<file path="src/sv/tde_pkg.sv">
// shared types and constants for the trace decay time estimator
package tde_pkg;

  localparam int MAX_SAMPLES = 4096;
  localparam int MANT_FRAC   = 62;
  localparam int LOG_FRAC    = 56;
  localparam int DIV_BITS    = 73;

  localparam logic [62:0] LOG2E_Q62    = 63'h5C551D94AE0BF85E;
  localparam logic [72:0] DIV_NUM      = {LOG2E_Q62, 10'b0};
  localparam logic [46:0] MAG_MAX      = 47'h7FFFFFFFFFFF;
  localparam logic [12:0] TRIM_RECIP   = 13'd6554;
  localparam logic [19:0] PERIOD_RESET = 20'd4000;

  typedef enum logic [1:0] {
    ST_OK     = 2'd0,
    ST_EMPTY  = 2'd1,
    ST_NONPOS = 2'd2,
    ST_SAT    = 2'd3
  } tau_status_t;

  typedef enum logic [4:0] {
    S_LOAD, S_SRCH_INIT, S_SRCH_RD, S_SRCH_CMP, S_TRIM,
    S_SUM_A, S_SUM_B, S_SUM_C, S_SUM_D, S_CLASS, S_NORM, S_MANT,
    S_SQ_LL, S_SQ_HL, S_SQ_HH, S_SQ_FIN, S_DIV, S_MAG, S_PS, S_OUT
  } state_t;

  typedef enum logic [4:0] {
    CMD_LOAD, CMD_SRCH_INIT, CMD_SRCH_RD, CMD_SRCH_CMP, CMD_TRIM,
    CMD_SUM_A, CMD_SUM_B, CMD_SUM_C, CMD_SUM_D, CMD_CLASS, CMD_NORM, CMD_MANT,
    CMD_SQ_LL, CMD_SQ_HL, CMD_SQ_HH, CMD_SQ_FIN, CMD_DIV, CMD_MAG, CMD_PS, CMD_OUT
  } cmd_t;

  typedef struct packed {
    logic srch_done;
    logic sum_done;
    logic special;
    logic norm_done;
    logic mant_last;
    logic sq_last;
    logic div_last;
    logic out_free;
  } dp_status_t;

endpackage

</file>
<file path="src/sv/tde_ctrl.sv">
// sequencing state machine for the trace decay time estimator
module tde_ctrl import tde_pkg::*; (
  input  logic       clk,
  input  logic       rst,
  input  logic       in_valid,
  input  logic       last,
  input  logic       piled_up,
  input  dp_status_t stat,
  output cmd_t       cmd,
  output logic       in_ready
);

  state_t state;
  state_t state_next;

  always_ff @(posedge clk) begin
    if (rst) state <= S_LOAD;
    else     state <= state_next;
  end

  always_comb begin
    state_next = state;
    case (state)
      S_LOAD:      if (in_valid && last && !piled_up) state_next = S_SRCH_INIT;
      S_SRCH_INIT: state_next = S_SRCH_RD;
      S_SRCH_RD:   state_next = stat.srch_done ? S_TRIM : S_SRCH_CMP;
      S_SRCH_CMP:  state_next = S_SRCH_RD;
      S_TRIM:      state_next = S_SUM_A;
      S_SUM_A:     state_next = stat.sum_done ? S_CLASS : S_SUM_B;
      S_SUM_B:     state_next = S_SUM_C;
      S_SUM_C:     state_next = S_SUM_D;
      S_SUM_D:     state_next = S_SUM_A;
      S_CLASS:     state_next = stat.special ? S_OUT : S_NORM;
      S_NORM:      if (stat.norm_done) state_next = S_MANT;
      S_MANT:      if (stat.mant_last) state_next = S_SQ_LL;
      S_SQ_LL:     state_next = S_SQ_HL;
      S_SQ_HL:     state_next = S_SQ_HH;
      S_SQ_HH:     state_next = S_SQ_FIN;
      S_SQ_FIN:    state_next = stat.sq_last ? S_DIV : S_SQ_LL;
      S_DIV:       if (stat.div_last) state_next = S_MAG;
      S_MAG:       state_next = S_PS;
      S_PS:        state_next = S_OUT;
      S_OUT:       if (stat.out_free) state_next = S_LOAD;
      default:     state_next = S_LOAD;
    endcase
  end

  always_comb begin
    in_ready = 1'b0;
    case (state)
      S_LOAD:      begin cmd = CMD_LOAD; in_ready = 1'b1; end
      S_SRCH_INIT: cmd = CMD_SRCH_INIT;
      S_SRCH_RD:   cmd = CMD_SRCH_RD;
      S_SRCH_CMP:  cmd = CMD_SRCH_CMP;
      S_TRIM:      cmd = CMD_TRIM;
      S_SUM_A:     cmd = CMD_SUM_A;
      S_SUM_B:     cmd = CMD_SUM_B;
      S_SUM_C:     cmd = CMD_SUM_C;
      S_SUM_D:     cmd = CMD_SUM_D;
      S_CLASS:     cmd = CMD_CLASS;
      S_NORM:      cmd = CMD_NORM;
      S_MANT:      cmd = CMD_MANT;
      S_SQ_LL:     cmd = CMD_SQ_LL;
      S_SQ_HL:     cmd = CMD_SQ_HL;
      S_SQ_HH:     cmd = CMD_SQ_HH;
      S_SQ_FIN:    cmd = CMD_SQ_FIN;
      S_DIV:       cmd = CMD_DIV;
      S_MAG:       cmd = CMD_MAG;
      S_PS:        cmd = CMD_PS;
      S_OUT:       cmd = CMD_OUT;
      default:     cmd = CMD_SRCH_RD;
    endcase
  end

endmodule

</file>
<file path="config.mk">
export PLATFORM = sky130hd
export DESIGN_NAME = tde_ctrl
export DESIGN_NICKNAME = d
export VERILOG_FILES = /design/src/sv/tde_pkg.sv /design/src/sv/tde_ctrl.sv
export SDC_FILE = /design/constraint.sdc
export NUM_CORES = 1
export LEC_CHECK = 0
export ABC_AREA = 1
export ABC_CLOCK_PERIOD_IN_PS = 1300
export BUFFER_PORTS_ARGS = -buffer_cell sky130_fd_sc_hd__buf_2
export CELL_PAD_IN_SITES_DETAIL_PLACEMENT = 1
export CELL_PAD_IN_SITES_GLOBAL_PLACEMENT = 2
export CORE_UTILIZATION = 24
export DETAILED_ROUTE_END_ITERATION = 10
export PLACE_DENSITY_LB_ADDON = 0.3
export SLEW_MARGIN = 5
export SYNTH_ARGS = -nofsm -noshare
export SYNTH_HDL_FRONTEND = slang
export SYNTH_SLANG_ARGS = --single-unit
</file>
<file path="constraint.sdc">
create_clock -name clk -period 1.3 [get_ports clk]
set_input_delay 0.39 -clock clk [delete_from_list [all_inputs] [get_ports clk]]
set_output_delay 0.39 -clock clk [all_outputs]
set_load 0.03 [all_outputs]
</file>
==> results of run 1 <==
placed cells by master, fill, tap and decap left out:
cell | netlist | routed
inv_1 | 12 | 9
o21ai_0 | 4 | 1
o21ai_2 | 0 | 2
nor2_4 | 4 | 7
a21oi_2 | 0 | 6
nand4_1 | 6 | 6
inv_2 | 4 | 5
o211ai_1 | 1 | 1
nand3_1 | 7 | 3
nand3_2 | 2 | 6
clkbuf_4 | 0 | 3
buf_6 | 1 | 13
clkbuf_1 | 0 | 1
buf_2 | 2 | 12
buf_4 | 0 | 25
nand2_4 | 1 | 3
o2111ai_4 | 0 | 1
nor3_4 | 0 | 1
dfxtp_4 | 0 | 2
nor3_1 | 2 | 2
a21oi_1 | 7 | 1
nor2_2 | 1 | 2
clkinv_2 | 0 | 1
nor2_1 | 13 | 9
nand2_2 | 4 | 4
dfxtp_2 | 0 | 3
o21ai_1 | 0 | 1
nand3b_1 | 2 | 2
nand2_1 | 31 | 29
inv_4 | 0 | 2
cells in the mapped netlist:
library cell,number,share of area
nor2_1,13,0.077
nand3b_1,2,0.024
nor2_4,4,0.071
a21oi_1,7,0.055
nor3_1,2,0.016
o211ai_1,1,0.012
nand4_1,6,0.059
o2111ai_1,1,0.014
buf_2,2,0.016
nor2_2,1,0.0098
nand2_2,4,0.039
buf_6,1,0.018
nand2_1,31,0.18
clkinv_1,1,0.0059
inv_1,12,0.071
nor3_2,1,0.016
inv_2,4,0.024
nand2_4,1,0.018
dfxtp_1,5,0.16
o21ai_0,4,0.031
nand3_1,7,0.055
nand3_2,2,0.031
final timing paths:
path / from / cells after the start / endpoint / slack [ns]
setup / recovery: state[4] / 5 / cmd[1] / -0.31
hold / removal: rst / 2 / state[3] / 0.38
setup reg to reg: state[3] / 11 / state[4] / -0.17
hold reg to reg: state[1] / 4 / state[1] / 0.83
metrics by stage:
step                        util  area [um2]  TNS [ns]  hold slack, ns  power (mW)
after detailed placement  0.3949       987.2   -0.8208          0.6294      0.3389
final                     0.4820        1205    -1.841          0.3828      0.5428
after global routing      0.4820        1205    -2.504          0.3760      0.5826
after floorplan                -       683.2  -0.04553          0.4517      0.2578
after global placement    0.3949       987.2   -0.6169          0.6242      0.3351
after CTS                 0.4600        1150    -1.775          0.3658      0.5450
layout make-up:
class | count | area share
Inverter | 17 | 0.05815
Sequential cell | 5 | 0.09242
Tap cell | 30 | 0.03115
Multi-Input combinational cell | 87 | 0.4694
Clock buffer | 4 | 0.02181
Timing Repair Buffer | 50 | 0.3271
power by group:
group          internal, mW  switching (mW)
combinational        0.0911           0.102
sequential            0.155         0.00570
clock                 0.117          0.0724
metal layers:
layer	global-route usage	vias to the layer above	routed length [um]
met5	0	-	0
met4	0.02632	0	0
met3	0.04310	0	56
met2	0.4083	10	1421
met1	0.2567	424	1153
li1	-	463	-
what timing repair did:
| item | CTS | global route |
|---|---|---|
| hold buffers | 0 | 0 |
| buffers inserted | 4 | 2 |
| resized for setup | 37 | 13 |
| endpoints found under the hold margin | 0 | 0 |
| pin swaps | 11 | 4 |
| setup endpoints to repair | 11 | 11 |
logic make-up after synthesis:
logic type / Yosys count
and+or+nand+nor: 74
buffers and inverters: 20
AOI/OAI and AO/OA: 13
DFF: 5
==> results.json, run 1 <==
{
  "status": "finished with violations",
  "violations": "setup timing",
  "cp_max_fo": 4,
  "reg_top3": "state: 5 flops",
  "drv_cap": 0,
  "wl_um": 2630,
  "worst_pin_slew_ns": 0.2496,
  "critPathCaptureType": "output pin",
  "period_needed_ns": 1.609,
  "syn_nets": 125,
  "top_register": "state",
  "cp.buffers_inverters": 2,
  "die_h_um": 53.51,
  "synthAdderAreaFrac": 0,
  "clock_latency_ns": 0.25,
  "ys_types": 22,
  "cts.sinks": 5,
  "largest_reg_flops": 5,
  "finalHoldViolations": 0,
  "cpMaxStageDelayCell": "dfxtp_4",
  "synth-compound-area-share": 0.1120,
  "multiInputGateArea_um2": 565.5,
  "cts.path.max_buffers": 2,
  "power_density_nw_per_um2": 450.5,
  "slew_violations": 0,
  "finalSetupViolCount": 10,
  "nets": 177,
  "cp-start-kind": "flip-flop",
  "grt_max_degree": 10,
  "cts_tree": "done",
  "grt_overflow_total": 0,
  "synth_top_family_by_area": "simple AND/OR/NAND/NOR gates",
  "ios": 19,
  "worstHoldPathType": "input port to flip-flop",
  "core-area_um2": 2500,
  "peakVddDrop_uv": 536.2,
  "relSlewSlack": 0.8328,
  "arrival_ns": 1.22,
  "cp_top_family": "flip-flops",
  "htreeDepth": 1,
  "cp_common_cell": "buf_6",
  "crit_chain": "buf_6 > nor2_4 > o21ai_2 > o2111ai_4 > buf_6",
  "worst_path_largest_cell_delay_ns": 0.36,
  "drt_iter0_drc": 1,
  "place_congestion": 0.7576,
  "clkTransAtPathRegs_ns": 0.05,
  "viasPerCell": 4.648,
  "finalCritPeriodShare": 1.238,
  "syn_inst": 112,
  "wl_per_cell_um": 13.63,
  "io_buffers": 18,
  "cts-root-buf": "clkbuf_4",
  "antenna_found_initial": 0,
  "dp.cells": 184,
  "synth_mux_area_frac": 0,
  "grt_pass1_wl_um": 4367,
  "diodes": 0,
  "hpwlAfterDp_um": 2080,
  "synthSimpleGateAreaFrac": 0.5972,
  "num_rows": 18,
  "avgSynthCellArea_um2": 5.686,
  "initial_core_util": 0.2548,
  "yosys_warnings": 0,
  "num_vias": 897,
  "synthXorXnorAreaFrac": 0,
  "drtPass1Iterations": 4,
  "ys_seq_area_frac": 0.1572,
  "ant_nets": 0,
  "max_freq_mhz": 621.4,
  "syn_area_um2": 636.9,
  "finalNonFillerCells": 193,
  "grt_pass1_vias": 950,
  "syn2layout_area_growth_pct": 89.20,
  "drive_above_1_share": 0.6012,
  "grt_usage": 0.2176,
  "nFillCells": 340,
  "setup_ws_ns": -0.3092,
  "cts_buffers": 3,
  "drc": 0,
  "power_leakage_nw": 0.6176,
  "ff_latch_area_um2": 111.4,
  "ys_seq_elements": 5,
  "post-place-ws_ns": -0.1756,
  "die_width_um": 53.51,
  "fin_skew_ns": 0.0001970,
  "worstPathRequired_ns": 0.91,
  "crit_type": "flip-flop to output pin",
  "die-area_um2": 2863,
  "grt_setup_unrepaired": "yes"
}
(Power assumes the default switching activity.)
==> run 2, diff against run 1 <==
--- a/config.mk
+++ b/config.mk
@@ -13,7 +13,8 @@
 export CORE_UTILIZATION = 24
 export DETAILED_ROUTE_END_ITERATION = 10
 export PLACE_DENSITY_LB_ADDON = 0.3
-export SLEW_MARGIN = 5
+export SETUP_SLACK_MARGIN = 0.4
+export SLEW_MARGIN = 40
 export SYNTH_ARGS = -nofsm -noshare
 export SYNTH_HDL_FRONTEND = slang
 export SYNTH_SLANG_ARGS = --single-unit
==> run 2 against run 1 <==
Net effect:
- the flow still finishes with violations (setup timing)
- clock skew is 0.0011 ns higher
- final area is 5.3% lower
- critical path depth is 1 higher
- first-iteration DRC count grew to 5.0 times the previous value
- power is 4.3% lower
- worst setup slack worse by 0.015 ns
- die area stayed put
- largest cell class unchanged
- highest routed layer unchanged
==> results.json, run 2 (synthesized netlist as in run 1, its figures left out) <==
{
  "arrival_ns": 1.23,
  "ff_latch_area_um2": 113.9,
  "ios": 19,
  "cts-root-buf": "clkbuf_4",
  "grt_usage": 0.1959,
  "worst_pin_slew_ns": 0.2339,
  "finalHoldViolations": 0,
  "initial_core_util": 0.2548,
  "syn2layout_area_growth_pct": 79.17,
  "max_freq_mhz": 615.7,
  "layout_common_cells": "nand2_1, buf_4, buf_2, nor2_1, inv_1",
  "p_comb_frac": 0.336,
  "cp-endpoint": "cmd[1]",
  "worstHoldPathType": "input port to flip-flop",
  "io_buffers": 18,
  "finalSetupViolCount": 11,
  "ant_nets": 0,
  "num_rows": 18,
  "clock_latency_ns": 0.24,
  "final_common_cell": "nand2_1",
  "core-area_um2": 2500,
  "slew_violations": 0,
  "setup_ws_ns": -0.3242,
  "violations": "setup timing",
  "fin_skew_ns": 0.001330,
  "grt_setup_unrepaired": "yes",
  "regToRegStartpoint": "state[3]",
  "r2r_end": "state[0]",
  "cts_tree": "done",
  "drive_above_1_share": 0.5188,
  "cp_max_fo": 4,
  "cts.sinks": 5,
  "period_needed_ns": 1.624,
  "startpoint": "state[3]",
  "p_clk_frac": 0.350,
  "place_congestion": 0.7477,
  "drc": 0,
  "p_int_uw": 351.4,
  "drt_iter0_drc": 5,
  "antenna_found_initial": 0,
  "die_h_um": 53.51,
  "cts.path.max_buffers": 2,
  "power.switching_uw": 168.0,
  "rr_worst_depth": 9,
  "cp-start-kind": "flip-flop",
  "peakVddDrop_uv": 487.3,
  "setup_tns_ns": -1.898,
  "grt_overflow_total": 0,
  "hpwlAfterDp_um": 2015,
  "switching_share": 0.3234,
  "grt_max_degree": 11,
  "largest_reg_flops": 5,
  "viasPerCell": 4.668,
  "die_width_um": 53.51,
  "crit_type": "flip-flop to output pin",
  "drv_cap": 0,
  "die-area_um2": 2863,
  "r2r_slack_ns": -0.15,
  "nFillCells": 344,
  "whs_ns": 0.3695,
  "clkTransAtPathRegs_ns": 0.04,
  "reg_top3": "state: 5 flops",
  "nets": 174,
  "multiInputGateArea_um2": 511.7,
  "power_density_nw_per_um2": 455.2,
  "diodes": 0,
  "htreeDepth": 1,
  "wl_per_cell_um": 12.69,
  "worstPathRequired_ns": 0.91,
  "num_vias": 887,
  "finalCritPeriodShare": 1.249,
  "top_register": "state",
  "stdcell_area_um2": 1141,
  "grt_pass1_wl_um": 3960,
  "seqPwrFrac": 0.314,
  "wl_um": 2411,
  "status": "finished with violations",
  "grt_pass1_vias": 900,
  "relSlewSlack": 0.8434,
  "place_area_um2": 999.7,
  "drtPass1Iterations": 4,
  "power_leakage_nw": 0.5817,
  "cts_buffers": 3,
  "critPathCaptureType": "output pin"
}
[run 2: power by group through the flow]
stage	Combinational, mW	Clock (mW)	Sequential, mW
global placement	0.154	0	0.169
detailed placement	0.157	0	0.169
global route	0.193	0.199	0.164
finish	0.175	0.182	0.163
floorplan	0.0904	0	0.167
CTS	0.173	0.191	0.163
[run 2: worst min-delay path by stage]
stage | slack, ns | cells after the start | from | endpoint
after floorplan | 0.45 | 1 | rst | state[3]
after global placement | 0.62 | 2 | rst | state[1]
after detailed placement | 0.63 | 2 | rst | state[3]
after CTS | 0.37 | 2 | rst | state[3]
after global routing | 0.38 | 2 | rst | state[0]
final | 0.37 | 2 | rst | state[3]
[run 2: routing by layer]
layer / GRT usage / share of wire / vias to the layer above
met2: 0.3729 / 0.54 / 11
met5: 0 / 0 / -
met1: 0.2234 / 0.44 / 419
met3: 0.04310 / 0.021 / 0
met4: 0.02632 / 0 / 0
li1: - / - / 457
[run 2: critical path, stage by stage (launching register included)]
cell       delay, ns
dfxtp_4         0.35
inv_6           0.08
buf_12          0.10
nor2_4          0.03
o21ai_2         0.16
o2111ai_4       0.11
buf_6           0.16
[run 2: final cells by class]
| type | instances | area share |
|---|---|---|
| Clock buffer | 4 | 0.02303 |
| Inverter | 17 | 0.06469 |
| Multi-Input combinational cell | 87 | 0.4485 |
| Sequential cell | 5 | 0.09978 |
| Tap cell | 30 | 0.03289 |
| Timing Repair Buffer | 47 | 0.3311 |
[run 2: what timing repair did]
action / CTS / global route
setup buffers: 4 / 1
endpoints found under the setup margin: 11 / 11
gates resized for setup: 19 / 5
pin swaps: 6 / 1
hold buffers: 0 / 0
[run 2: metrics by stage]
step,power [mW],setup WS [ns],util,instances
floorplan,0.2577,-0.04071,-,112
global placement,0.3227,-0.1310,0.3999,181
detailed placement,0.3263,-0.1579,0.3999,181
CTS,0.5262,-0.3360,0.4464,189
global route,0.5555,-0.3728,0.4565,190
finish,0.5194,-0.3242,0.4565,190
==> run 3, diff against run 2 <==
--- a/config.mk
+++ b/config.mk
@@ -6,15 +6,16 @@
 export NUM_CORES = 1
 export LEC_CHECK = 0
 export ABC_AREA = 1
-export ABC_CLOCK_PERIOD_IN_PS = 1300
+export ABC_CLOCK_PERIOD_IN_PS = 1500
 export BUFFER_PORTS_ARGS = -buffer_cell sky130_fd_sc_hd__buf_2
 export CELL_PAD_IN_SITES_DETAIL_PLACEMENT = 1
 export CELL_PAD_IN_SITES_GLOBAL_PLACEMENT = 2
 export CORE_UTILIZATION = 24
+export CTS_BUF_LIST = sky130_fd_sc_hd__clkbuf_16
 export DETAILED_ROUTE_END_ITERATION = 10
 export PLACE_DENSITY_LB_ADDON = 0.3
 export SETUP_SLACK_MARGIN = 0.4
-export SLEW_MARGIN = 40
+export SLEW_MARGIN = 20
 export SYNTH_ARGS = -nofsm -noshare
 export SYNTH_HDL_FRONTEND = slang
 export SYNTH_SLANG_ARGS = --single-unit
==> constraint.sdc (replaced) <==
create_clock -name clk -period 1.5 [get_ports clk]
set_input_delay 0.45 -clock clk [delete_from_list [all_inputs] [get_ports clk]]
set_output_delay 0.45 -clock clk [all_outputs]
set_load 0.03 [all_outputs]
==> run 3 against run 2 <==
Net effect:
- the flow still finishes with violations (setup timing)
- sequential power decreased by 15%
- power increased by 44%
- hold slack improved by 0.073 ns
- register-to-register slack improved by 0.23 ns
- via count increased by 2.7%
- count of clock-buffer cells in the layout decreased by 1
- largest power group unchanged
==> results.json, run 3 (synthesized netlist as in run 1, its figures left out) <==
{
  "ant_nets": 0,
  "finalHoldViolations": 0,
  "reg_top3": "state: 5 flops",
  "fin_skew_ns": 0.0008867,
  "status": "finished with violations",
  "cts_buffers": 3,
  "grt_pass1_vias": 944,
  "worst_pin_slew_ns": 0.2330,
  "clock_latency_ns": 0.23,
  "ios": 19,
  "power.total_uw": 749.5,
  "hpwlAfterDp_um": 2065,
  "cp.buffers_inverters": 2,
  "syn2layout_area_growth_pct": 84.48,
  "final_common_cell": "nand2_1",
  "cp_top_family": "flip-flops",
  "layout_common_cells": "nand2_1, buf_4, buf_2, nor2_1",
  "wl_met3_um": 62,
  "arrival_ns": 1.26,
  "cp_max_fo": 4,
  "drtPass1Iterations": 4,
  "period_needed_ns": 1.712,
  "die_h_um": 53.51,
  "crit_type": "flip-flop to output pin",
  "wl_met1_um": 1138,
  "grt_usage": 0.2206,
  "power_density_nw_per_um2": 638.0,
  "crit_chain": "buf_6 > nor2_4 > o21ai_2 > o2111ai_4 > buf_6",
  "holdBufCountCts": 0,
  "cts.path.max_buffers": 2,
  "diodes": 0,
  "largest_reg_flops": 5,
  "die_width_um": 53.51,
  "worstPathRequired_ns": 1.05,
  "io_buffers": 18,
  "cts-root-buf": "clkbuf_16",
  "cts_tree": "done",
  "drive_above_1_share": 0.5621,
  "grt_setup_unrepaired": "yes",
  "drc": 0,
  "wl_per_cell_um": 14.91,
  "drt_iter0_drc": 6,
  "nFillCells": 321,
  "cpMaxStageDelayCell": "dfxtp_4",
  "cp_common_cell": "buf_6",
  "nets": 167,
  "critPathCaptureType": "output pin",
  "grt_max_degree": 11,
  "grt_pass1_wl_um": 4326,
  "slew_violations": 0,
  "viasPerCell": 4.978,
  "htreeDepth": 1,
  "die-area_um2": 2863,
  "finalSetupViolCount": 6,
  "cts.sinks": 5,
  "wl_um": 2729,
  "drv_cap": 0,
  "clkTransAtPathRegs_ns": 0.03,
  "peakVddDrop_uv": 698.7,
  "setup_tns_ns": -0.5999,
  "worstHoldPathType": "input port to flip-flop",
  "max_freq_mhz": 584.1,
  "relSlewSlack": 0.8440,
  "grt_overflow_total": 0,
  "num_vias": 911,
  "power_leakage_nw": 0.5948,
  "initial_core_util": 0.2548,
  "violations": "setup timing",
  "antenna_found_initial": 0,
  "top_register": "state",
  "finalCritPeriodShare": 1.141,
  "highest_layer": "met4",
  "worst_path_largest_cell_delay_ns": 0.36,
  "wl_met2_um": 1501,
  "place_congestion": 0.7778,
  "setup_ws_ns": -0.2121,
  "num_rows": 18,
  "cp-start-kind": "flip-flop",
  "core-area_um2": 2500
}
[run 3: power breakdown]
part,internal [mW],switching (mW),total [mW]
clock,0.346,0.0973,0.443
combinational,0.0729,0.0957,0.169
sequential,0.131,0.00641,0.138
total,0.550,0.199,0.750
[run 3: worst paths after layout]
| path | start | to | slack [ns] | cells past startpoint |
|---|---|---|---|---|
| worst min register to register | state[1] | state[1] | 0.70 | 3 |
| worst max-delay path | state[4] | cmd[1] | -0.21 | 5 |
| worst min-delay path | rst | state[3] | 0.44 | 2 |
| worst max register to register | state[3] | state[0] | 0.08 | 9 |
[run 3: cell type report]
type | instances | area, um2 | area share
Sequential cell | 5 | 118.9 | 0.1012
Multi-Input combinational cell | 87 | 556.8 | 0.4739
Inverter | 17 | 81.33 | 0.06922
Clock buffer | 3 | 75.07 | 0.06390
Clock inverter | 1 | 3.754 | 0.003195
Timing Repair Buffer | 40 | 301.5 | 0.2567
Tap cell | 30 | 37.54 | 0.03195
[run 3: timing repair]
action                     4_1_cts  5_1_grt
pin swaps                        8        6
buffers inserted                 3        0
setup endpoints to repair       11       11
resized for setup               30       14
[run 3: stage by stage]
step	cells	util	setup WS, ns	cell area, um2	hold slack [ns]
2_1_floorplan	112	-	0.09929	694.4	0.5094
3_3_place_gp	176	0.3739	0.01907	934.6	0.6580
3_5_place_dp	176	0.3739	-0.04627	934.6	0.6618
4_1_cts	183	0.4489	-0.1871	1122	0.4321
5_1_grt	183	0.4700	-0.2375	1175	0.4531
6_report	183	0.4700	-0.2121	1175	0.4420
[run 3: metal layers]
metal / vias up / GRT usage
li1: 450 / -
met1: 444 / 0.2433
met2: 13 / 0.4229
met3: 4 / 0.03448
met4: 0 / 0.06579
met5: - / 0
